===== config.mk =====
export PLATFORM = sky130hd
export DESIGN_NAME = rm_edf_tick_scheduler
export DESIGN_NICKNAME = d
export VERILOG_FILES = /design/src/rtl/rm_edf_pkg.sv /design/src/rtl/rm_edf_tick_scheduler.sv
export SDC_FILE = /design/constraint.sdc
export NUM_CORES = 2
export LEC_CHECK = 0
export CAP_MARGIN = 20
export CORE_ASPECT_RATIO = 1.1
export CORE_UTILIZATION = 35
export DETAILED_ROUTE_END_ITERATION = 12
export DONT_BUFFER_PORTS = 1
export PLACE_DENSITY = 0.54
export SLEW_MARGIN = 20
export SYNTH_ARGS = -nofsm -noshare
export SYNTH_HDL_FRONTEND = slang
export SYNTH_SLANG_ARGS = --single-unit

===== constraint.sdc =====
create_clock -name clk -period 7.5 [get_ports clk]
set_clock_uncertainty 0.15 [all_clocks]
set_input_delay 2.25 -clock clk [delete_from_list [all_inputs] [get_ports clk]]
set_output_delay 2.25 -clock clk [all_outputs]
set_load 0.005 [all_outputs]

===== src/rtl/rm_edf_pkg.sv =====
`timescale 1ns / 1ps
// ----------------------------------------------------------------------------
// rm_edf_pkg
// Payload types, codes and fixed widths of the RM/EDF tick scheduler.
// ----------------------------------------------------------------------------
package rm_edf_pkg;

  localparam int TASK_IDX_W = 4;
  localparam int FIELD_W    = 16;
  localparam int CNT_REG_W  = 5;
  localparam int CFG_IDX_W  = 4;
  localparam int CFG_DATA_W = 8;

  // Item modes
  localparam logic MODE_LOAD = 1'b0;
  localparam logic MODE_TICK = 1'b1;

  // Register indexes
  localparam logic [CFG_IDX_W-1:0] REG_POLICY     = 4'd0;
  localparam logic [CFG_IDX_W-1:0] REG_TASK_COUNT = 4'd1;

  typedef struct packed {
    logic                  mode;
    logic [TASK_IDX_W-1:0] task_index;
    logic [FIELD_W-1:0]    period;
    logic [FIELD_W-1:0]    exec_time;
    logic [FIELD_W-1:0]    rel_deadline;
  } in_item_t;

  typedef struct packed {
    logic [TASK_IDX_W-1:0] running_task;
    logic                  busy_res;
    logic                  job_done;
    logic                  deadline_miss;
  } out_item_t;

  typedef enum logic [1:0] {
    ST_IDLE,
    ST_PASS1,
    ST_PASS2,
    ST_FIN
  } state_t;

endpackage


===== src/rtl/rm_edf_tick_scheduler.sv =====
`timescale 1ns / 1ps
// A load beat gives no result. A tick beat sweeps the active entries in PASS1, then
//   in PASS2, waits in FIN until the output register is free and then registers its
//   result; the next beat is taken only once the FSM is back in IDLE.
// Throughput is set by the single read port of the state memory: one entry per
//   cycle, two sweeps per tick (release/select, then run/advance).
// Reset: synchronous active-low; clears policy, task count, FSM and entry valid bits.
// ----------------------------------------------------------------------------
// rm_edf_tick_scheduler
// Periodic task scheduler, rate monotonic or EDF, advanced one tick per tick beat.
// ----------------------------------------------------------------------------
module rm_edf_tick_scheduler
  import rm_edf_pkg::*;
#(
  parameter int MAX_TASK_COUNT = 16,
  parameter int TIME_BITS      = 16
) (
  input  logic                  clk,
  input  logic                  rst_n,
  input  logic                  in_valid,
  output logic                  in_ready,
  input  in_item_t              in_data,
  output logic                  out_valid,
  input  logic                  out_ready,
  output out_item_t             out_data,
  input  logic                  cfg_valid,
  output logic                  cfg_ready,
  input  logic [CFG_IDX_W-1:0]  cfg_index,
  input  logic [CFG_DATA_W-1:0] cfg_data
);

  localparam int IDX_W = $clog2(MAX_TASK_COUNT);
  localparam int CNT_W = $clog2(MAX_TASK_COUNT + 1);
  localparam int PW    = (IDX_W > TASK_IDX_W) ? IDX_W : TASK_IDX_W;

  // Static task parameters, written by load beats only
  typedef struct packed {
    logic [TIME_BITS-1:0] period;
    logic [TIME_BITS-1:0] exec;
    logic [TIME_BITS-1:0] reldl;
  } stat_t;

  // Per-entry run state
  typedef struct packed {
    logic [TIME_BITS-1:0] work;
    logic [TIME_BITS-1:0] ttd;
    logic [TIME_BITS-1:0] ttr;
  } dyn_t;

  // --------------------------------------------------------------------------
  // Config registers (user must write them only while the block is quiet; not enforced)
  // --------------------------------------------------------------------------
  logic                 policy_r;
  logic [CNT_REG_W-1:0] task_count_r;

  assign cfg_ready = 1'b1;

  always_ff @(posedge clk) begin
    if (!rst_n) begin
      policy_r     <= 1'b0;
      task_count_r <= '0;
    end else if (cfg_valid) begin
      case (cfg_index)
        REG_POLICY:     policy_r     <= cfg_data[0];
        REG_TASK_COUNT: task_count_r <= cfg_data[CNT_REG_W-1:0];
        default: ;
      endcase
    end
  end

  // --------------------------------------------------------------------------
  // Memories: parameter table and run-state table, registered read.
  // Run-state entries carry valid bits; an entry never written reads as zero.
  // --------------------------------------------------------------------------
  stat_t                   st_mem [MAX_TASK_COUNT];
  dyn_t                    dyn_mem[MAX_TASK_COUNT];
  logic [MAX_TASK_COUNT-1:0] dyn_vld_r;

  logic             rd_en;
  logic [IDX_W-1:0] rd_addr;
  stat_t            st_q_r;
  dyn_t             dyn_q_r;
  logic             q_vld_r;

  logic             st_we;
  logic [IDX_W-1:0] st_wa;
  stat_t            st_wd;
  logic             dyn_we;
  logic [IDX_W-1:0] dyn_wa;
  dyn_t             dyn_wd;

  always_ff @(posedge clk) begin
    if (st_we) begin
      st_mem[st_wa] <= st_wd;
    end
    if (rd_en) begin
      st_q_r <= st_mem[rd_addr];
    end
  end

  always_ff @(posedge clk) begin
    if (dyn_we) begin
      dyn_mem[dyn_wa] <= dyn_wd;
    end
    if (rd_en) begin
      dyn_q_r <= dyn_mem[rd_addr];
      q_vld_r <= dyn_vld_r[rd_addr];
    end
  end

  always_ff @(posedge clk) begin
    if (!rst_n) begin
      dyn_vld_r <= '0;
    end else if (dyn_we) begin
      dyn_vld_r[dyn_wa] <= 1'b1;
    end
  end

  // --------------------------------------------------------------------------
  // Sequencer
  // PASS1 sweeps entries: release due jobs, track best candidate.
  // PASS2 sweeps entries: run the pick one unit, count down, drop late jobs.
  // Reads issue at cnt_r; the entry is modified and written back in the cycle
  // after (rv_r). Sweeps never touch the same entry twice in flight, and the
  // last PASS1 write lands before the first PASS2 read is sampled.
  // --------------------------------------------------------------------------
  state_t           state_r, state_nxt;
  logic [CNT_W-1:0] cnt_r, cnt_nxt;
  logic [CNT_W-1:0] lim_r, lim_nxt;
  logic             rv_r, rv_nxt;
  logic [IDX_W-1:0] ridx_r, ridx_nxt;
  logic             found_r, found_nxt;
  logic [IDX_W-1:0] pick_r, pick_nxt;
  logic [TIME_BITS-1:0] best_r, best_nxt;
  logic             miss_r, miss_nxt;
  logic             done_r, done_nxt;
  logic             out_valid_r, out_valid_nxt;
  out_item_t        out_data_r, out_data_nxt;

  logic [PW-1:0]    pick_ext;
  assign pick_ext = PW'(pick_r);

  always_ff @(posedge clk) begin
    if (!rst_n) begin
      state_r     <= ST_IDLE;
      rv_r        <= 1'b0;
      out_valid_r <= 1'b0;
    end else begin
      state_r     <= state_nxt;
      rv_r        <= rv_nxt;
      out_valid_r <= out_valid_nxt;
    end
  end

  always_ff @(posedge clk) begin
    cnt_r      <= cnt_nxt;
    lim_r      <= lim_nxt;
    ridx_r     <= ridx_nxt;
    found_r    <= found_nxt;
    pick_r     <= pick_nxt;
    best_r     <= best_nxt;
    miss_r     <= miss_nxt;
    done_r     <= done_nxt;
    out_data_r <= out_data_nxt;
  end

  always_comb begin
    logic [TIME_BITS-1:0] w;
    logic [TIME_BITS-1:0] d;
    logic [TIME_BITS-1:0] r;
    logic [TIME_BITS-1:0] key;

    state_nxt     = state_r;
    cnt_nxt       = cnt_r;
    lim_nxt       = lim_r;
    rv_nxt        = 1'b0;
    ridx_nxt      = ridx_r;
    found_nxt     = found_r;
    pick_nxt      = pick_r;
    best_nxt      = best_r;
    miss_nxt      = miss_r;
    done_nxt      = done_r;
    out_valid_nxt = out_valid_r & ~out_ready;
    out_data_nxt  = out_data_r;
    in_ready      = 1'b0;
    rd_en         = 1'b0;
    rd_addr       = cnt_r[IDX_W-1:0];
    st_we         = 1'b0;
    st_wa         = IDX_W'(in_data.task_index);
    st_wd.period  = TIME_BITS'(in_data.period);
    st_wd.exec    = TIME_BITS'(in_data.exec_time);
    st_wd.reldl   = TIME_BITS'(in_data.rel_deadline);
    dyn_we        = 1'b0;
    dyn_wa        = ridx_r;
    dyn_wd        = '0;

    // Entry read last cycle; unwritten run state counts as zero
    w   = q_vld_r ? dyn_q_r.work : '0;
    d   = q_vld_r ? dyn_q_r.ttd  : '0;
    r   = q_vld_r ? dyn_q_r.ttr  : '0;
    key = '0;

    if (rv_r && state_r == ST_PASS1) begin
      if (r == '0) begin
        // release; unfinished old job counts as missed
        if (w != '0) begin
          miss_nxt = 1'b1;
        end
        w = st_q_r.exec;
        d = st_q_r.reldl;
        r = st_q_r.period;
      end
      key = policy_r ? d : st_q_r.period;
      if (w != '0 && (!found_r || key < best_r)) begin
        found_nxt = 1'b1;
        best_nxt  = key;
        pick_nxt  = ridx_r;
      end
      dyn_we = 1'b1;
      dyn_wd = '{work: w, ttd: d, ttr: r};
    end

    if (rv_r && state_r == ST_PASS2) begin
      if (found_r && ridx_r == pick_r) begin
        w = w - TIME_BITS'(1);
        if (w == '0) begin
          done_nxt = 1'b1;
        end
      end
      if (r != '0) begin
        r = r - TIME_BITS'(1);
      end
      if (d != '0) begin
        d = d - TIME_BITS'(1);
      end
      if (w != '0 && d == '0) begin
        miss_nxt = 1'b1;
        w        = '0;
      end
      dyn_we = 1'b1;
      dyn_wd = '{work: w, ttd: d, ttr: r};
    end

    case (state_r)
      ST_IDLE: begin
        in_ready = 1'b1;
        if (in_valid) begin
          if (in_data.mode == MODE_LOAD) begin
            if (int'(in_data.task_index) < MAX_TASK_COUNT) begin
              st_we  = 1'b1;
              dyn_we = 1'b1;
              dyn_wa = IDX_W'(in_data.task_index);
              dyn_wd = '0;
            end
          end else begin
            if (int'(task_count_r) > MAX_TASK_COUNT) begin
              lim_nxt = CNT_W'(MAX_TASK_COUNT);
            end else begin
              lim_nxt = CNT_W'(task_count_r);
            end
            cnt_nxt   = '0;
            found_nxt = 1'b0;
            pick_nxt  = '0;
            best_nxt  = '0;
            miss_nxt  = 1'b0;
            done_nxt  = 1'b0;
            state_nxt = ST_PASS1;
          end
        end
      end
      ST_PASS1: begin
        if (cnt_r < lim_r) begin
          rd_en    = 1'b1;
          rv_nxt   = 1'b1;
          ridx_nxt = cnt_r[IDX_W-1:0];
          cnt_nxt  = cnt_r + CNT_W'(1);
        end else begin
          cnt_nxt   = '0;
          state_nxt = ST_PASS2;
        end
      end
      ST_PASS2: begin
        if (cnt_r < lim_r) begin
          rd_en    = 1'b1;
          rv_nxt   = 1'b1;
          ridx_nxt = cnt_r[IDX_W-1:0];
          cnt_nxt  = cnt_r + CNT_W'(1);
        end else begin
          state_nxt = ST_FIN;
        end
      end
      ST_FIN: begin
        // wait for the output register to free up
        if (!out_valid_r || out_ready) begin
          out_valid_nxt              = 1'b1;
          out_data_nxt.running_task  = found_r ? pick_ext[TASK_IDX_W-1:0] : '0;
          out_data_nxt.busy_res      = found_r;
          out_data_nxt.job_done      = done_r;
          out_data_nxt.deadline_miss = miss_r;
          state_nxt                  = ST_IDLE;
        end
      end
      default: begin
        state_nxt = ST_IDLE;
      end
    endcase
  end

  assign out_valid = out_valid_r;
  assign out_data  = out_data_r;

endmodule


Word level (Yosys, flattened, before mapping) --
Memory sizes are Yosys's and may differ from the RTL's. A register that Yosys moved wholly into a read port is not among the register bits. Cells that the tools add are included.
Word-level totals: register bits after elaboration 71, bits in latches 0, memory bits (writable) 1536, bits in read-only memories 0, bits of input ports 70, output and inout bits 10, word-level logic and storage cells 161, memories kept 2
Memories:
- dyn_mem | depth 16, width 48, read ports 1, clocked after Yosys merged registers in 1, write ports 1, line rm_edf_tick_scheduler.sv:76 | dyn_t dyn_mem[MAX_TASK_COUNT];
- st_mem | depth 16, width 48, read ports 1, clocked after Yosys merged registers in 1, write ports 1, line rm_edf_tick_scheduler.sv:75 | stat_t st_mem [MAX_TASK_COUNT];
Cells by class: add/sub/neg operators 4, $mul 0, div/mod/pow operators 0, magnitude comparators 6, eq/ne operators 11, shifts and indexed selects 0, multiplexer cells 87, bitwise operators 3, reduce and logical (&&, ||, !) cells 29
Operators by type and width (number):
- $mux 16 | 23
- $mux 48 | 5
- $reduce_bool 16->1 | 5
- $logic_not 16->1 | 3
- $sub 16x1->16 const B | 3
- $mux 1 | 38
- $mux 4 | 8
- $mux 5 | 4
- $lt 16x16->1 | 1
- $or 16x16->16 | 1
- $pmux 5 s3 | 1
- $lt 4x5->1 const B | 2
- $mux 2 | 5
- $ne 2x2->1 const B | 5
- $pmux 2 s4 | 1
- $reduce_and 2->1 | 4
- $logic_and 1x1->1 | 6
- $add 5x1->5 const B | 1
- $gt 5x5->1 const B | 1
- $lt 5x5->1 | 1
- $reduce_and 5->1 | 1
- $bmux 1 s4 | 1
- $demux 1 s4 | 1
- $eq 2x2->1 const B | 2
- other kinds (15) | 17

Longest topological paths before layout --
depth after elaboration 15, gate-level depth with buffers 24

Worst setup path after synthesis --
No wires, ideal clock.
path kind input to register, from input port in_valid, to memory st_mem[0][0] in the netlist's numbering, enable pin, arrival time 6.381 ns, required time 6.837 ns, slack 0.457 ns, stages on the path 5, buffers on the path 1, cells stage by stage nand2_1 or2_2 clkbuf_1 or3_1 nor3_1
Between the ends: word-level cells in the longest chain between the ends 4
RTL lines:
- from (decl) | line rm_edf_tick_scheduler.sv:20 | input logic in_valid,
- $mux 1 | line rm_edf_tick_scheduler.sv:247 | if (in_valid) begin
- $mux 1 | line rm_edf_tick_scheduler.sv:244 | case (state_r)
- $mux 1 | line rm_edf_tick_scheduler.sv:93 | if (st_we) begin
- $mux 1 (not written as such) | line rm_edf_tick_scheduler.sv:94 | st_mem[st_wa] <= st_wd;
- to (decl) | line rm_edf_tick_scheduler.sv:75
No other way between the ends.

==> results.ini <==
[cells_and_area]
stdcell_count = 6094
area_delta_synth_final_pct = 13.5
final_area_um2 = 77200
final_cell_mix = edfxtp_1 (1654), mux4_2 (485), clkbuf_16 (172)
drive_gt1_share_pct = 25.7
finalCoreUtilization_pct = 40.0
final_common_cell = edfxtp_1
nets = 3476

[floorplan]
fp.coreArea_um2 = 193000
chipHeight_um = 464
ios = 80
placementRows = 169
die_w_um = 422
initial_core_util_pct = 35.2
die-area_um2 = 196000

[grt]
antenna_found_initial = 9
grt_pass1_wl_mm = 247
grt_max_degree = 119
overflow = 0
grt_pass1_vias = 34100
grtUsageTotal_pct = 17.4

[logic_synthesis]
netlist.area_leader.share_pct = 73.1
synth-main-ff-cell = edfxtp_1
synthAdderAreaFrac_pct = 0.515
synth_seq_area_share_pct = 74.5
yosys_warnings = 0
synthMuxAreaShare_pct = 16.7
synthSimpleGateAreaFrac_pct = 3.18
synth_compound_area_share_pct = 3.33
synth_top_family_by_area = multiplexers
syn_area_um2 = 68000
synth_top_area_cell = edfxtp_1
synth-xor-area-share_pct = 0.502
yosys.cell_types.count = 75
ys_async_sr_fraction_pct = 0
synth_edf_count = 1654
postSynthCellCount = 3278
yosys-top-cells-area = edfxtp_1 (73%), mux4_2 (16%), dfxtp_1 (1.4%)
syn_nets = 3376
synth-seq-cells = 1703
syn_avg_cell_area_um2 = 20.7

[route]
drc = 0
viasPerCell = 5.40
vias = 32900
wl_per_cell_um = 28.0
final_antenna_net_count = 0
routed_wl_mm = 171
first_pass_iters = 5
drt_iter0_markers = 3284

[worst_hold_path]
min_path_type = reg2reg

[worst_setup_path]
path_delay_family = simple AND/OR/NAND/NOR gates
crit_fanout = 25
cpMaxStageDelayCell = o32ai_2
start_kind = flop
crit_chain = or4_4 > nor4_2 > a21oi_2 > buf_4 > a22oi_1 > ha_1 > nand4b_1 > nor3_1 > a31o_2 > or2_2 > a211oi_1 > xnor2_1 > a211oi_1 > and4b_1 > buf_4 > o32ai_2
arrival_ns = 6.20
cp.buffers_inverters = 2
critPathKind = reg2reg
max_stage_delay_ns = 0.90
critPathCaptureType = flop
required_ns = 7.80

[timing]
finalMaxSlewViolations = 0
hold_viol = 0
fin_hold_ws_ns = 0.292
finalSetupViolations = 0
period_minus_slack_ns = 5.90
rsz0062_at_grt = no
fin_tns_setup_ns = 0
timing.final.crit_share_pct = 78.7
max_freq_mhz = 169
slew_headroom_pct = 28.0
worst_slew_pin_slew_ns = 1.08
setup_ws_ns = 1.60

[clock_network]
cts_made_buffers = 168
cts_resized = 0
cts_tree = done
cts_setup_buffers = 0
clock_latency_ns = 0.82
cts_root_buf = clkbuf_16
path_clk_slew_ns = 0.06
cts_hold_buf = 0
clock_sinks = 1703
h-tree-depth = 4
cts_buffer_depth = 3

[power]
ir_drop_mv = 0.304
p_leak_nw = 23.7
power_density_nw_per_um2 = 360
total_power_mw = 27.8

[job]
max_cap_violations = 0

[place]
dp_slack_ns = 1.63
hpwl_mm = 96.6
dp.cells = 5772
placed_area_um2 = 71700
io_buffers = 0
gp_congestion = 0.900

[outcome]
status = finished, final reports clean

## registers in the layout, indices dropped and copies added (netlist names), 4 cells and up
name          cells
lim_r             5
dyn_vld_r        16
cnt_r             5
pick_ext          4
st_mem          768
dyn_mem         768
st_q_r           48
best_r           16
out_data          7
task_count_r      5
ridx_r            4
dyn_q_r          48
## where the power goes
part           switching [mW]  internal [mW]  leakage [nW]  total (mW)
Clock                    3.58           4.58          2.56        8.16
Sequential              0.652           11.3          15.5        12.0
Combinational            4.23           3.42          5.61        7.65
## logic make-up (layout without fill, tap and decap cells)
family / Yosys count / after routing
flip-flops: 1703 / 1703
adder cells (fa/ha/maj): 28 / 28
AND/OR/NAND/NOR: 435 / 435
multiplexers: 531 / 531
AO/OA/AOI/OAI: 331 / 331
buffers and inverters: 210 / 442
other: 1 / 20
XOR/XNOR: 39 / 39
## layer usage
| layer | vias to the layer above | share of wire [%] | routed length, um | global-route usage [%] |
|---|---|---|---|---|
| met4 | 0 | 3.0 | 5140 | 5.88 |
| met1 | 17800 | 41 | 69500 | 22.3 |
| met2 | 834 | 51 | 88000 | 30.1 |
| li1 | 14000 | - | - | - |
| met5 | - | 0 | 0 | 0 |
| met3 | 229 | 4.8 | 8190 | 2.79 |
## area by class of cell
cell class                      count  area, um2
Fill cell                       17200     116000
Clock inverter                     85        811
Inverter                           33        124
Sequential cell                  1703      50600
Clock buffer                      217       4470
Multi-Input combinational cell   1365      16900
Tap cell                         2565       3210
Timing Repair Buffer              107        978
Antenna cell                       19       47.5
## path summary, 6_finish.rpt
check                           startpoint             end  slack (ns)  depth (start not counted)
worst max-delay path            dyn_q_r[1]  dyn_mem[3][43]        1.60                         16
worst min register to register      done_r          done_r        0.29                          2
worst min-delay path                done_r          done_r        0.29                          2
worst max register to register  dyn_q_r[1]  dyn_mem[3][43]        1.60                         16
## cell usage after synthesis (all sizes together), types with 19 or more instances
cell / n
o211ai: 21
a22oi: 32
nand3: 29
a21oi: 79
ha: 28
edfxtp: 1654
inv: 32
xnor2: 24
o22ai: 19
dfxtp: 49
nor3: 31
o21a: 21
buf: 44
nor2: 151
nand4: 25
clkbuf: 133
o21ai: 45
mux4: 485
mux2i: 45
nand2: 74
## tightest hold or removal path, delay by kind of cell (launching register included)
family / cells / cell delay, ns
DFF: 1 / 0.31
buffers and inverters: 1 / 0.04
AOI/OAI and AO/OA: 1 / 0.04
Note: power is estimated with default switching activity, not from simulation.
